<file path="src/rtl/core/scc_pkg.sv">
// Package for the sliding cross-correlator: widths, word types, codes and sequencer states.
package scc_pkg;

	localparam int SAMPLE_BITS  = 16;
	localparam int INDEX_BITS   = 6;
	localparam int TL_BITS      = 7;
	localparam int OUT_BITS     = 38;
	localparam int TAPS_DEFAULT = 64;
	localparam int TL_RESET     = 64;

	localparam logic ACT_LOAD   = 1'b0;
	localparam logic ACT_SAMPLE = 1'b1;

	typedef struct packed {
		logic                          action;
		logic [INDEX_BITS-1:0]         index;
		logic signed [SAMPLE_BITS-1:0] value;
		logic                          last;
	} req_word_t;

	typedef struct packed {
		logic signed [OUT_BITS-1:0] corr_value;
		logic                       too_short;
		logic                       last_result;
	} rsp_word_t;

	typedef enum logic [1:0] {
		SCC_IDLE,
		SCC_RUN,
		SCC_DRAIN,
		SCC_DONE
	} scc_state_t;

endpackage

</file>
<file path="src/rtl/core/sliding_cross_correlator.sv">
// Sliding cross-correlator: template and delay-line memories with a shared multiply-accumulate.
// A load word writes one template coefficient; an index at or beyond TAPS is dropped. A sample
// word is written into a circular delay-line memory; when the run holds at least L samples
// (L is template_length clamped to 1..TAPS), one multiply-accumulate unit walks the window
// one tap per cycle, and the block takes no word until the result is registered. A sample that
// gives no result leaves the block idle; a run that ends too short gives a too_short result.
// The result waits in an output register, so the next word is taken while it is held.
// Outputs saturate at the 38-bit limits, which only larger parameter values can reach.
module sliding_cross_correlator #(
	parameter int TAPS = scc_pkg::TAPS_DEFAULT
) (
	input  logic                          clk,
	input  logic                          arst_n,
	input  logic                          req_valid,
	output logic                          req_stall,
	input  scc_pkg::req_word_t            req_word,
	output logic                          rsp_valid,
	input  logic                          rsp_stall,
	output scc_pkg::rsp_word_t            rsp_word,
	input  logic                          cfg_we,
	input  logic [scc_pkg::TL_BITS-1:0]   cfg_wdata
);

	localparam int SB     = scc_pkg::SAMPLE_BITS;
	localparam int OW     = scc_pkg::OUT_BITS;
	localparam int AW     = $clog2(TAPS);
	localparam int LW     = $clog2(TAPS + 1);
	localparam int PW     = 2 * SB;
	localparam int NEED_W = PW + $clog2(TAPS);
	localparam int ACC_W  = (NEED_W > OW) ? NEED_W : OW;
	localparam logic signed [ACC_W-1:0] SAT_HI = ACC_W'((64'sd1 <<< (OW - 1)) - 64'sd1);
	localparam logic signed [ACC_W-1:0] SAT_LO = ACC_W'(-(64'sd1 <<< (OW - 1)));

	logic signed [SB-1:0] tmpl_mem [TAPS];
	logic signed [SB-1:0] dly_mem  [TAPS];

	scc_pkg::scc_state_t state_q, state_d;

	logic [scc_pkg::TL_BITS-1:0] tl_q;
	logic [LW-1:0]               rc_q;
	logic [AW-1:0]               wptr_q;
	logic [AW-1:0]               ta_q;
	logic [AW-1:0]               da_q;
	logic                        last_q;
	logic                        ts_q;
	logic signed [ACC_W-1:0]     acc_q;
	logic                        v_s1;
	logic                        v_s2;
	logic signed [SB-1:0]        tdat_s1;
	logic signed [SB-1:0]        ddat_s1;
	logic signed [PW-1:0]        prod_s2;
	logic                        rsp_valid_q;
	scc_pkg::rsp_word_t          rsp_word_q;

	logic          req_acc;
	logic          is_load;
	logic          load_ok;
	logic [AW-1:0] load_addr;
	logic [LW-1:0] len;
	logic [LW-1:0] rc_next;
	logic          full;
	logic [LW:0]   st_sum;
	logic [AW-1:0] start_addr;
	logic          issue;
	logic          issue_end;
	logic          rsp_free;
	logic          finish;
	logic signed [ACC_W-1:0] acc_sat;

	assign req_acc   = req_valid && !req_stall;
	assign is_load   = (req_word.action == scc_pkg::ACT_LOAD);
	assign load_ok   = (32'(req_word.index) < TAPS);
	assign load_addr = AW'(req_word.index);
	assign rsp_free  = !rsp_valid_q || !rsp_stall;

	always_comb begin
		if (tl_q == '0) begin
			len = LW'(1);
		end else if (32'(tl_q) > TAPS) begin
			len = LW'(TAPS);
		end else begin
			len = LW'(tl_q);
		end
	end

	assign rc_next = (32'(rc_q) < TAPS) ? rc_q + LW'(1) : rc_q;
	assign full    = (rc_next >= len);
	assign st_sum  = (LW+1)'(wptr_q) + (LW+1)'(TAPS) - (LW+1)'(len - LW'(1));
	assign start_addr = (32'(st_sum) >= TAPS) ? AW'(st_sum - (LW+1)'(TAPS)) : AW'(st_sum);
	assign issue_end  = (LW'(ta_q) == len - LW'(1));

	always_comb begin
		if (acc_q > SAT_HI) begin
			acc_sat = SAT_HI;
		end else if (acc_q < SAT_LO) begin
			acc_sat = SAT_LO;
		end else begin
			acc_sat = acc_q;
		end
	end

	always_ff @(posedge clk or negedge arst_n) begin
		if (!arst_n) begin
			state_q <= scc_pkg::SCC_IDLE;
		end else begin
			state_q <= state_d;
		end
	end

	always_comb begin
		state_d   = state_q;
		req_stall = 1'b1;
		issue     = 1'b0;
		finish    = 1'b0;
		unique case (state_q)
			scc_pkg::SCC_IDLE: begin
				req_stall = 1'b0;
				if (req_acc && !is_load) begin
					if (full) begin
						state_d = scc_pkg::SCC_RUN;
					end else if (req_word.last) begin
						state_d = scc_pkg::SCC_DONE;
					end
				end
			end
			scc_pkg::SCC_RUN: begin
				issue = 1'b1;
				if (issue_end) begin
					state_d = scc_pkg::SCC_DRAIN;
				end
			end
			scc_pkg::SCC_DRAIN: begin
				if (!v_s1 && !v_s2) begin
					state_d = scc_pkg::SCC_DONE;
				end
			end
			scc_pkg::SCC_DONE: begin
				if (rsp_free) begin
					finish  = 1'b1;
					state_d = scc_pkg::SCC_IDLE;
				end
			end
			default: begin
				state_d = scc_pkg::SCC_IDLE;
			end
		endcase
	end

	always_ff @(posedge clk) begin
		if (req_acc && is_load && load_ok) begin
			tmpl_mem[load_addr] <= req_word.value;
		end
		if (req_acc && !is_load) begin
			dly_mem[wptr_q] <= req_word.value;
		end
		tdat_s1 <= tmpl_mem[ta_q];
		ddat_s1 <= dly_mem[da_q];
		prod_s2 <= tdat_s1 * ddat_s1;
	end

	always_ff @(posedge clk or negedge arst_n) begin
		if (!arst_n) begin
			tl_q        <= scc_pkg::TL_BITS'(scc_pkg::TL_RESET);
			rc_q        <= '0;
			wptr_q      <= '0;
			ta_q        <= '0;
			da_q        <= '0;
			last_q      <= 1'b0;
			ts_q        <= 1'b0;
			acc_q       <= '0;
			v_s1        <= 1'b0;
			v_s2        <= 1'b0;
			rsp_valid_q <= 1'b0;
		end else begin
			if (cfg_we) begin
				tl_q <= cfg_wdata;
			end
			if (req_acc && !is_load) begin
				rc_q   <= req_word.last ? '0 : rc_next;
				wptr_q <= (32'(wptr_q) == TAPS - 1) ? '0 : wptr_q + AW'(1);
				ta_q   <= '0;
				da_q   <= start_addr;
				last_q <= req_word.last;
				ts_q   <= !full;
				acc_q  <= '0;
			end
			if (issue) begin
				ta_q <= ta_q + AW'(1);
				da_q <= (32'(da_q) == TAPS - 1) ? '0 : da_q + AW'(1);
			end
			v_s1 <= issue;
			v_s2 <= v_s1;
			if (v_s2) begin
				acc_q <= acc_q + ACC_W'(prod_s2);
			end
			if (finish) begin
				rsp_valid_q <= 1'b1;
			end else if (!rsp_stall) begin
				rsp_valid_q <= 1'b0;
			end
		end
	end

	always_ff @(posedge clk) begin
		if (finish) begin
			rsp_word_q.corr_value  <= ts_q ? '0 : OW'(acc_sat);
			rsp_word_q.too_short   <= ts_q;
			rsp_word_q.last_result <= last_q;
		end
	end

	assign rsp_valid = rsp_valid_q;
	assign rsp_word  = rsp_word_q;

`ifndef NO_ASSERTIONS
	a_short_is_final_zero: assert property (@(posedge clk) disable iff (!arst_n)
		rsp_valid && rsp_word.too_short |-> rsp_word.last_result && rsp_word.corr_value == '0)
		else $error("too_short word without final flag or with nonzero value");

	a_pipe_in_mac: assert property (@(posedge clk) disable iff (!arst_n)
		(v_s1 || v_s2) |-> (state_q == scc_pkg::SCC_RUN || state_q == scc_pkg::SCC_DRAIN))
		else $error("multiply-accumulate pipeline active outside a window walk");

	a_addr_range: assert property (@(posedge clk) disable iff (!arst_n)
		state_q == scc_pkg::SCC_RUN |-> LW'(ta_q) < len && 32'(da_q) < TAPS)
		else $error("window read address out of range");

	a_run_count: assert property (@(posedge clk) disable iff (!arst_n)
		32'(rc_q) <= TAPS)
		else $error("run count above TAPS");
`endif

endmodule
</file>
<file path="config.mk">
export PLATFORM = sky130hd
export DESIGN_NAME = sliding_cross_correlator
export DESIGN_NICKNAME = d
export VERILOG_FILES = /design/src/rtl/core/scc_pkg.sv /design/src/rtl/core/sliding_cross_correlator.sv
export SDC_FILE = /design/constraint.sdc
export NUM_CORES = 2
export LEC_CHECK = 0
export BUFFER_PORTS_ARGS = -buffer_cell sky130_fd_sc_hd__buf_2
export CAP_MARGIN = 20
export CORE_MARGIN = 4
export CORE_UTILIZATION = 55
export CTS_CLUSTER_SIZE = 20
export DETAILED_ROUTE_END_ITERATION = 10
export PLACE_DENSITY = 0.72
export SYNTH_ARGS = -nofsm -noshare
export SYNTH_HDL_FRONTEND = slang
export SYNTH_SLANG_ARGS = --single-unit
</file>
<file path="constraint.sdc">
create_clock -name clk -period 5.7 [get_ports clk]
set_input_delay 1.14 -clock clk [delete_from_list [all_inputs] [get_ports clk]]
set_output_delay 1.14 -clock clk [all_outputs]
set_load 0.02 [all_outputs]
</file>
==> results <==
- The area of the die is around 180,000 sq um.
- Clock-pin slew was measured on the worst setup and hold paths at roughly 60 ps.
- By area the synthesized netlist is led by sky130_fd_sc_hd__edfxtp_1, sky130_fd_sc_hd__mux4_2, sky130_fd_sc_hd__fa_1.
- Counting flops with an async set or reset pin after synthesis yields a share of 3.454%.
- The sequential cell area fraction in the yosys report is 67.91%.
- The total wire length after detailed routing is between 200,000 and 250,000 um.
- After detailed placement, the total cell area comes to slightly above 100,000 sq um.
- The critical path goes through buf_4 > and2_1 > fa_1 > inv_1 > fa_2 > fa_1 > fa_1 > inv_1 > fa_1 > fa_1 > ha_4 > a21o_1 > a21o_1 > a21oi_2 > o21ai_2 > o21ai_1 > buf_4 > nand4b_1 > a31oi_1 > o21bai_1 > xor2_1.
- The worst register-to-register path has a depth of 21.
- The fill cell instance count of the final layout is 11,970.
- The pre-antenna-repair detailed-routing pass consisted of 6 iterations.
- The minimum clock period is 5579 ps.
- The CTS tree is done.
- The worst register-to-register path begins at ddat_s1[4].
- By startpoint and endpoint, the worst setup path is classified as flop to flop.
- The combined area of the multi-input logic cells is 29,130 sq um.
- Timing would allow up to between 0.15 and 0.2 GHz.
- At the worst endpoint, the required time is 6460 ps.
- Synthesis produced a netlist whose cell count is 5,433.
- In this run the remaining antenna-violating nets after routing total 0.
- The worst-skew pair later-pin latency is 890 ps.
- The post-route non-filler standard cell count is just over 8,000.
- The estimated wirelength of the detail-placed design is about 140,000 um.
- Entering global routing, the biggest net connects 98 pins.
- The post-placement cell count is 7,889.
- For this run, the total global-route usage over all layers was measured as 25.79%.
- The number of global-route vias before repair came to approximately 53,000.
- The number of antenna violations at the first check in global routing is 14.
- The width of the die is 428.1 um.
- The delay of the slowest cell on the worst path is 560 ps.
- The biggest area contributor in the post-synthesis netlist is sky130_fd_sc_hd__edfxtp_1.
- After the first detailed-routing iteration, the DRC count stood at 6,414.
- The post-cts hold buffer count is 0.
- Yosys printed 0 warnings.
- The I/O pin total is 78.
- The path class of the tightest hold or removal check is primary input to asynchronous set/reset pin.
- The count of pins over their slew limit was 0.
- The sequential cell area in the final layout is 65,980 sq um.
- The top cell type by area accounts for 64.60% of the synthesized area.
- In this run the critical register-to-register path is captured at prod_s2[30].
- The routed wirelength normalized by instance count is roughly 28 um.
- The most frequent cell on the critical path is sky130_fd_sc_hd__fa_1.
- The congestion estimate from routability-driven global placement came to 0.8502.
- Once the floorplan was initialized, standard cells occupied between 50% and 60% of the core.
- The number of buffers added by the clock tree synthesis step is 212.
- The count of final hold-check violations is 0.
- The number of standard-cell rows in the floorplan is 153.
- For this run, design rule violations remaining after detail routing come to 0.
- Between clock sinks in the finished design, the worst skew comes to 57.35 ps.
- The first global-routing pass estimated 351,200 um of wire.
- The clock tree root driver cell is sky130_fd_sc_hd__clkbuf_16.
- The aggregate global routing overflow is 0.
- The share of the cycle needed by the critical path after routing is 97.87%.
- The post-layout net count is 6,233.
- The slew at the pin with the worst max-slew slack is 1124 ps.
- Setup repair after global routing could not meet its margin everywhere.
- The highest net fanout along the worst path is 7.
- The final setup violation count is 0.
- The relative slew slack is 25.07%.
- The buffer depth of the longest clock path is 3.
- The fraction of final layout cells with drive strength greater than 1 is 22.87%.
- The flop-to-flop setup slack is 120 ps.
- For this run, the leading register cell type out of synthesis is sky130_fd_sc_hd__edfxtp_1.
- The run finished with clean final reports.
- The critical path data arrival time is 6340 ps.
- The final standard cell area without fillers is 109,300 sq um.
- The slowest library cell on the worst path is sky130_fd_sc_hd__fa_1.
- The height of the chip is 428.1 um.
- The netlist uses 82 different library cells.
- The clock sink count is ~2,200.
- The final route contains 51,870 vias.
- The area growth from synthesis to layout is 12.66%.
- After synthesis the netlist holds a flip-flop and latch count of 2,229.
- The worst setup path is captured at a flop.
- The number of levels the H-tree was split into is 4.
- In this run the tool buffered the top-level ports with 77 buffer cells.
- The number of maximum-capacitance constraint violations is 0.
- The mapped netlist covers 97,060 sq um.
- After detailed routing, the number of vias per cell comes to 6.253.
- The area inside the core boundary is 174,600 sq um.
- The synthesized area per cell is ~18 sq um.
- The number of enable-type register cells in the synthesized netlist is 2,088.
- STA classifies the critical path startpoint as a flop.
- The net count after synthesis is just under 6,000.
==> synthesized netlist by cell type, types with 36 or more instances <==
cell type and instances:
sky130_fd_sc_hd__nor2_1 191, sky130_fd_sc_hd__edfxtp_1 2088, sky130_fd_sc_hd__inv_1 320, sky130_fd_sc_hd__fa_1 264, sky130_fd_sc_hd__xnor2_1 62, sky130_fd_sc_hd__buf_2 55
sky130_fd_sc_hd__clkbuf_1 178, sky130_fd_sc_hd__mux2i_1 198, sky130_fd_sc_hd__dfrtp_1 76, sky130_fd_sc_hd__nor2b_1 50, sky130_fd_sc_hd__a21o_1 36, sky130_fd_sc_hd__ha_1 144
sky130_fd_sc_hd__a21oi_1 202, sky130_fd_sc_hd__nand2_1 279, sky130_fd_sc_hd__mux4_2 480, sky130_fd_sc_hd__o221ai_1 64, sky130_fd_sc_hd__mux2_2 73, sky130_fd_sc_hd__o22ai_1 67
sky130_fd_sc_hd__dfxtp_1 64, sky130_fd_sc_hd__and2_1 127, sky130_fd_sc_hd__nand3_1 38, sky130_fd_sc_hd__o21ai_0 138
==> area by class of cell <==
type                            instances  area share (%)
Antenna cell                            5         0.01144
Clock inverter                        131           1.227
Timing Repair Buffer                  411           2.989
Multi-Input combinational cell       2613           26.64
Inverter                              322           1.105
Sequential cell                      2229           60.34
Clock buffer                          258           5.029
Tap cell                             2325           2.660
==> how the worst max path moves through the flow <==
| stage | from | end | slack (ps) | depth (start not counted) |
|---|---|---|---|---|
| global placement | ddat_s1[1] | prod_s2[31] | -250 | 21 |
| finish | ddat_s1[4] | prod_s2[30] | 120 | 21 |
| CTS | tdat_s1[15] | prod_s2[31] | 3 | 21 |
| detailed placement | ddat_s1[1] | prod_s2[31] | -340 | 21 |
| global route | tdat_s1[7] | prod_s2[30] | -90 | 24 |
| floorplan | ddat_s1[9] | prod_s2[31] | 20 | 23 |
==> cells by family after synthesis <==
| kind of cell | after synthesis | share of synthesized area (%) |
|---|---|---|
| and+or+nand+nor | 754 | 3.626 |
| xor gates and xnor gates | 84 | 0.7580 |
| AOI/OAI and AO/OA | 616 | 3.987 |
| adders and majority gates | 408 | 7.301 |
| DFF | 2229 | 67.91 |
| buffers and inverters | 591 | 2.395 |
| muxes | 751 | 14.03 |
==> placed cells by master (no fill, tap or decap), types with 11 or more instances in the layout <==
| cell type | synthesis | final |
|---|---|---|
| sky130_fd_sc_hd__inv_1 | 320 | 315 |
| sky130_fd_sc_hd__bufinv_16 | 0 | 22 |
| sky130_fd_sc_hd__dfxtp_1 | 64 | 44 |
| sky130_fd_sc_hd__fa_2 | 0 | 11 |
| sky130_fd_sc_hd__nand3_1 | 38 | 37 |
| sky130_fd_sc_hd__o21ai_0 | 138 | 130 |
| sky130_fd_sc_hd__edfxtp_1 | 2088 | 2088 |
| sky130_fd_sc_hd__ha_1 | 144 | 134 |
| sky130_fd_sc_hd__dfxtp_2 | 0 | 14 |
| sky130_fd_sc_hd__buf_2 | 55 | 60 |
| sky130_fd_sc_hd__buf_4 | 1 | 321 |
| sky130_fd_sc_hd__and2_1 | 127 | 123 |
| sky130_fd_sc_hd__mux2_2 | 73 | 73 |
| sky130_fd_sc_hd__mux4_2 | 480 | 480 |
| sky130_fd_sc_hd__clkbuf_1 | 178 | 45 |
| sky130_fd_sc_hd__xnor2_1 | 62 | 62 |
| sky130_fd_sc_hd__o221ai_1 | 64 | 64 |
| sky130_fd_sc_hd__clkbuf_16 | 0 | 213 |
| sky130_fd_sc_hd__clkinv_1 | 1 | 54 |
| sky130_fd_sc_hd__mux2i_1 | 198 | 198 |
| sky130_fd_sc_hd__nor2_1 | 191 | 185 |
| sky130_fd_sc_hd__o22ai_1 | 67 | 66 |
| sky130_fd_sc_hd__nor2b_1 | 50 | 50 |
| sky130_fd_sc_hd__a22o_1 | 26 | 26 |
| sky130_fd_sc_hd__clkinv_2 | 0 | 29 |
| sky130_fd_sc_hd__xor2_1 | 22 | 22 |
| sky130_fd_sc_hd__buf_12 | 0 | 21 |
| sky130_fd_sc_hd__a21oi_1 | 202 | 192 |
| sky130_fd_sc_hd__a21o_1 | 36 | 36 |
| sky130_fd_sc_hd__nand2_1 | 279 | 278 |
| sky130_fd_sc_hd__dfrtp_1 | 76 | 67 |
| sky130_fd_sc_hd__fa_1 | 264 | 253 |
| sky130_fd_sc_hd__a21oi_2 | 1 | 11 |
==> sequential cells by signal, summed over array words and instances, names as in the netlist, 2 cells and up <==
name / count
tl_q: 7
prod_s2: 32
da_q: 6
ta_q: 6
rc_q: 7
acc_q: 38
wptr_q: 6
state_q: 2
tmpl_mem: 1024
ddat_s1: 16
rsp_word: 40
tdat_s1: 16
dly_mem: 1024
==> per-layer routing <==
layer | vias up | track usage (%) | part of all wire, %
met5 | - | 0 | 0.012
met2 | 2671 | 40.33 | 48
li1 | 21740 | - | -
met1 | 27060 | 37.50 | 40
met4 | 4 | 7.423 | 2.7
met3 | 391 | 5.084 | 9.5
==> metrics by stage <==
step           worst slack, ps  hold slack [ps]  setup TNS (ps)  utilization [%]
5_1_grt                 -91.12            280.9          -207.3            62.63
2_1_floorplan            23.42            348.8               0                -
4_1_cts                  3.419            241.6               0            62.46
6_report                 121.3            272.6               0            62.63
3_3_place_gp            -248.0            359.5          -787.8            58.44
3_5_place_dp            -342.4            359.8           -1545            58.45
==> critical path, delay by kind of cell (launching register included) <==
kind                     cells  cell delay [ps]
AO/OA/AOI/OAI                7             1050
XOR/XNOR                     1              140
flip-flops                   1              370
adder cells (fa/ha/maj)      7             3200
buffers and inverters        4              420
AND/OR/NAND/NOR              2              300
==> timing repair <==
action                                  in CTS  in global routing
setup buffers                                2                  6
pin swaps                                   12                 44
endpoints found under the hold margin        0                  0
endpoints found under the setup margin      10                 12
resized for setup                           43                 52
Power is not shown: default switching activity piles up to over one toggle a cycle in this logic, so the estimate is an artifact.
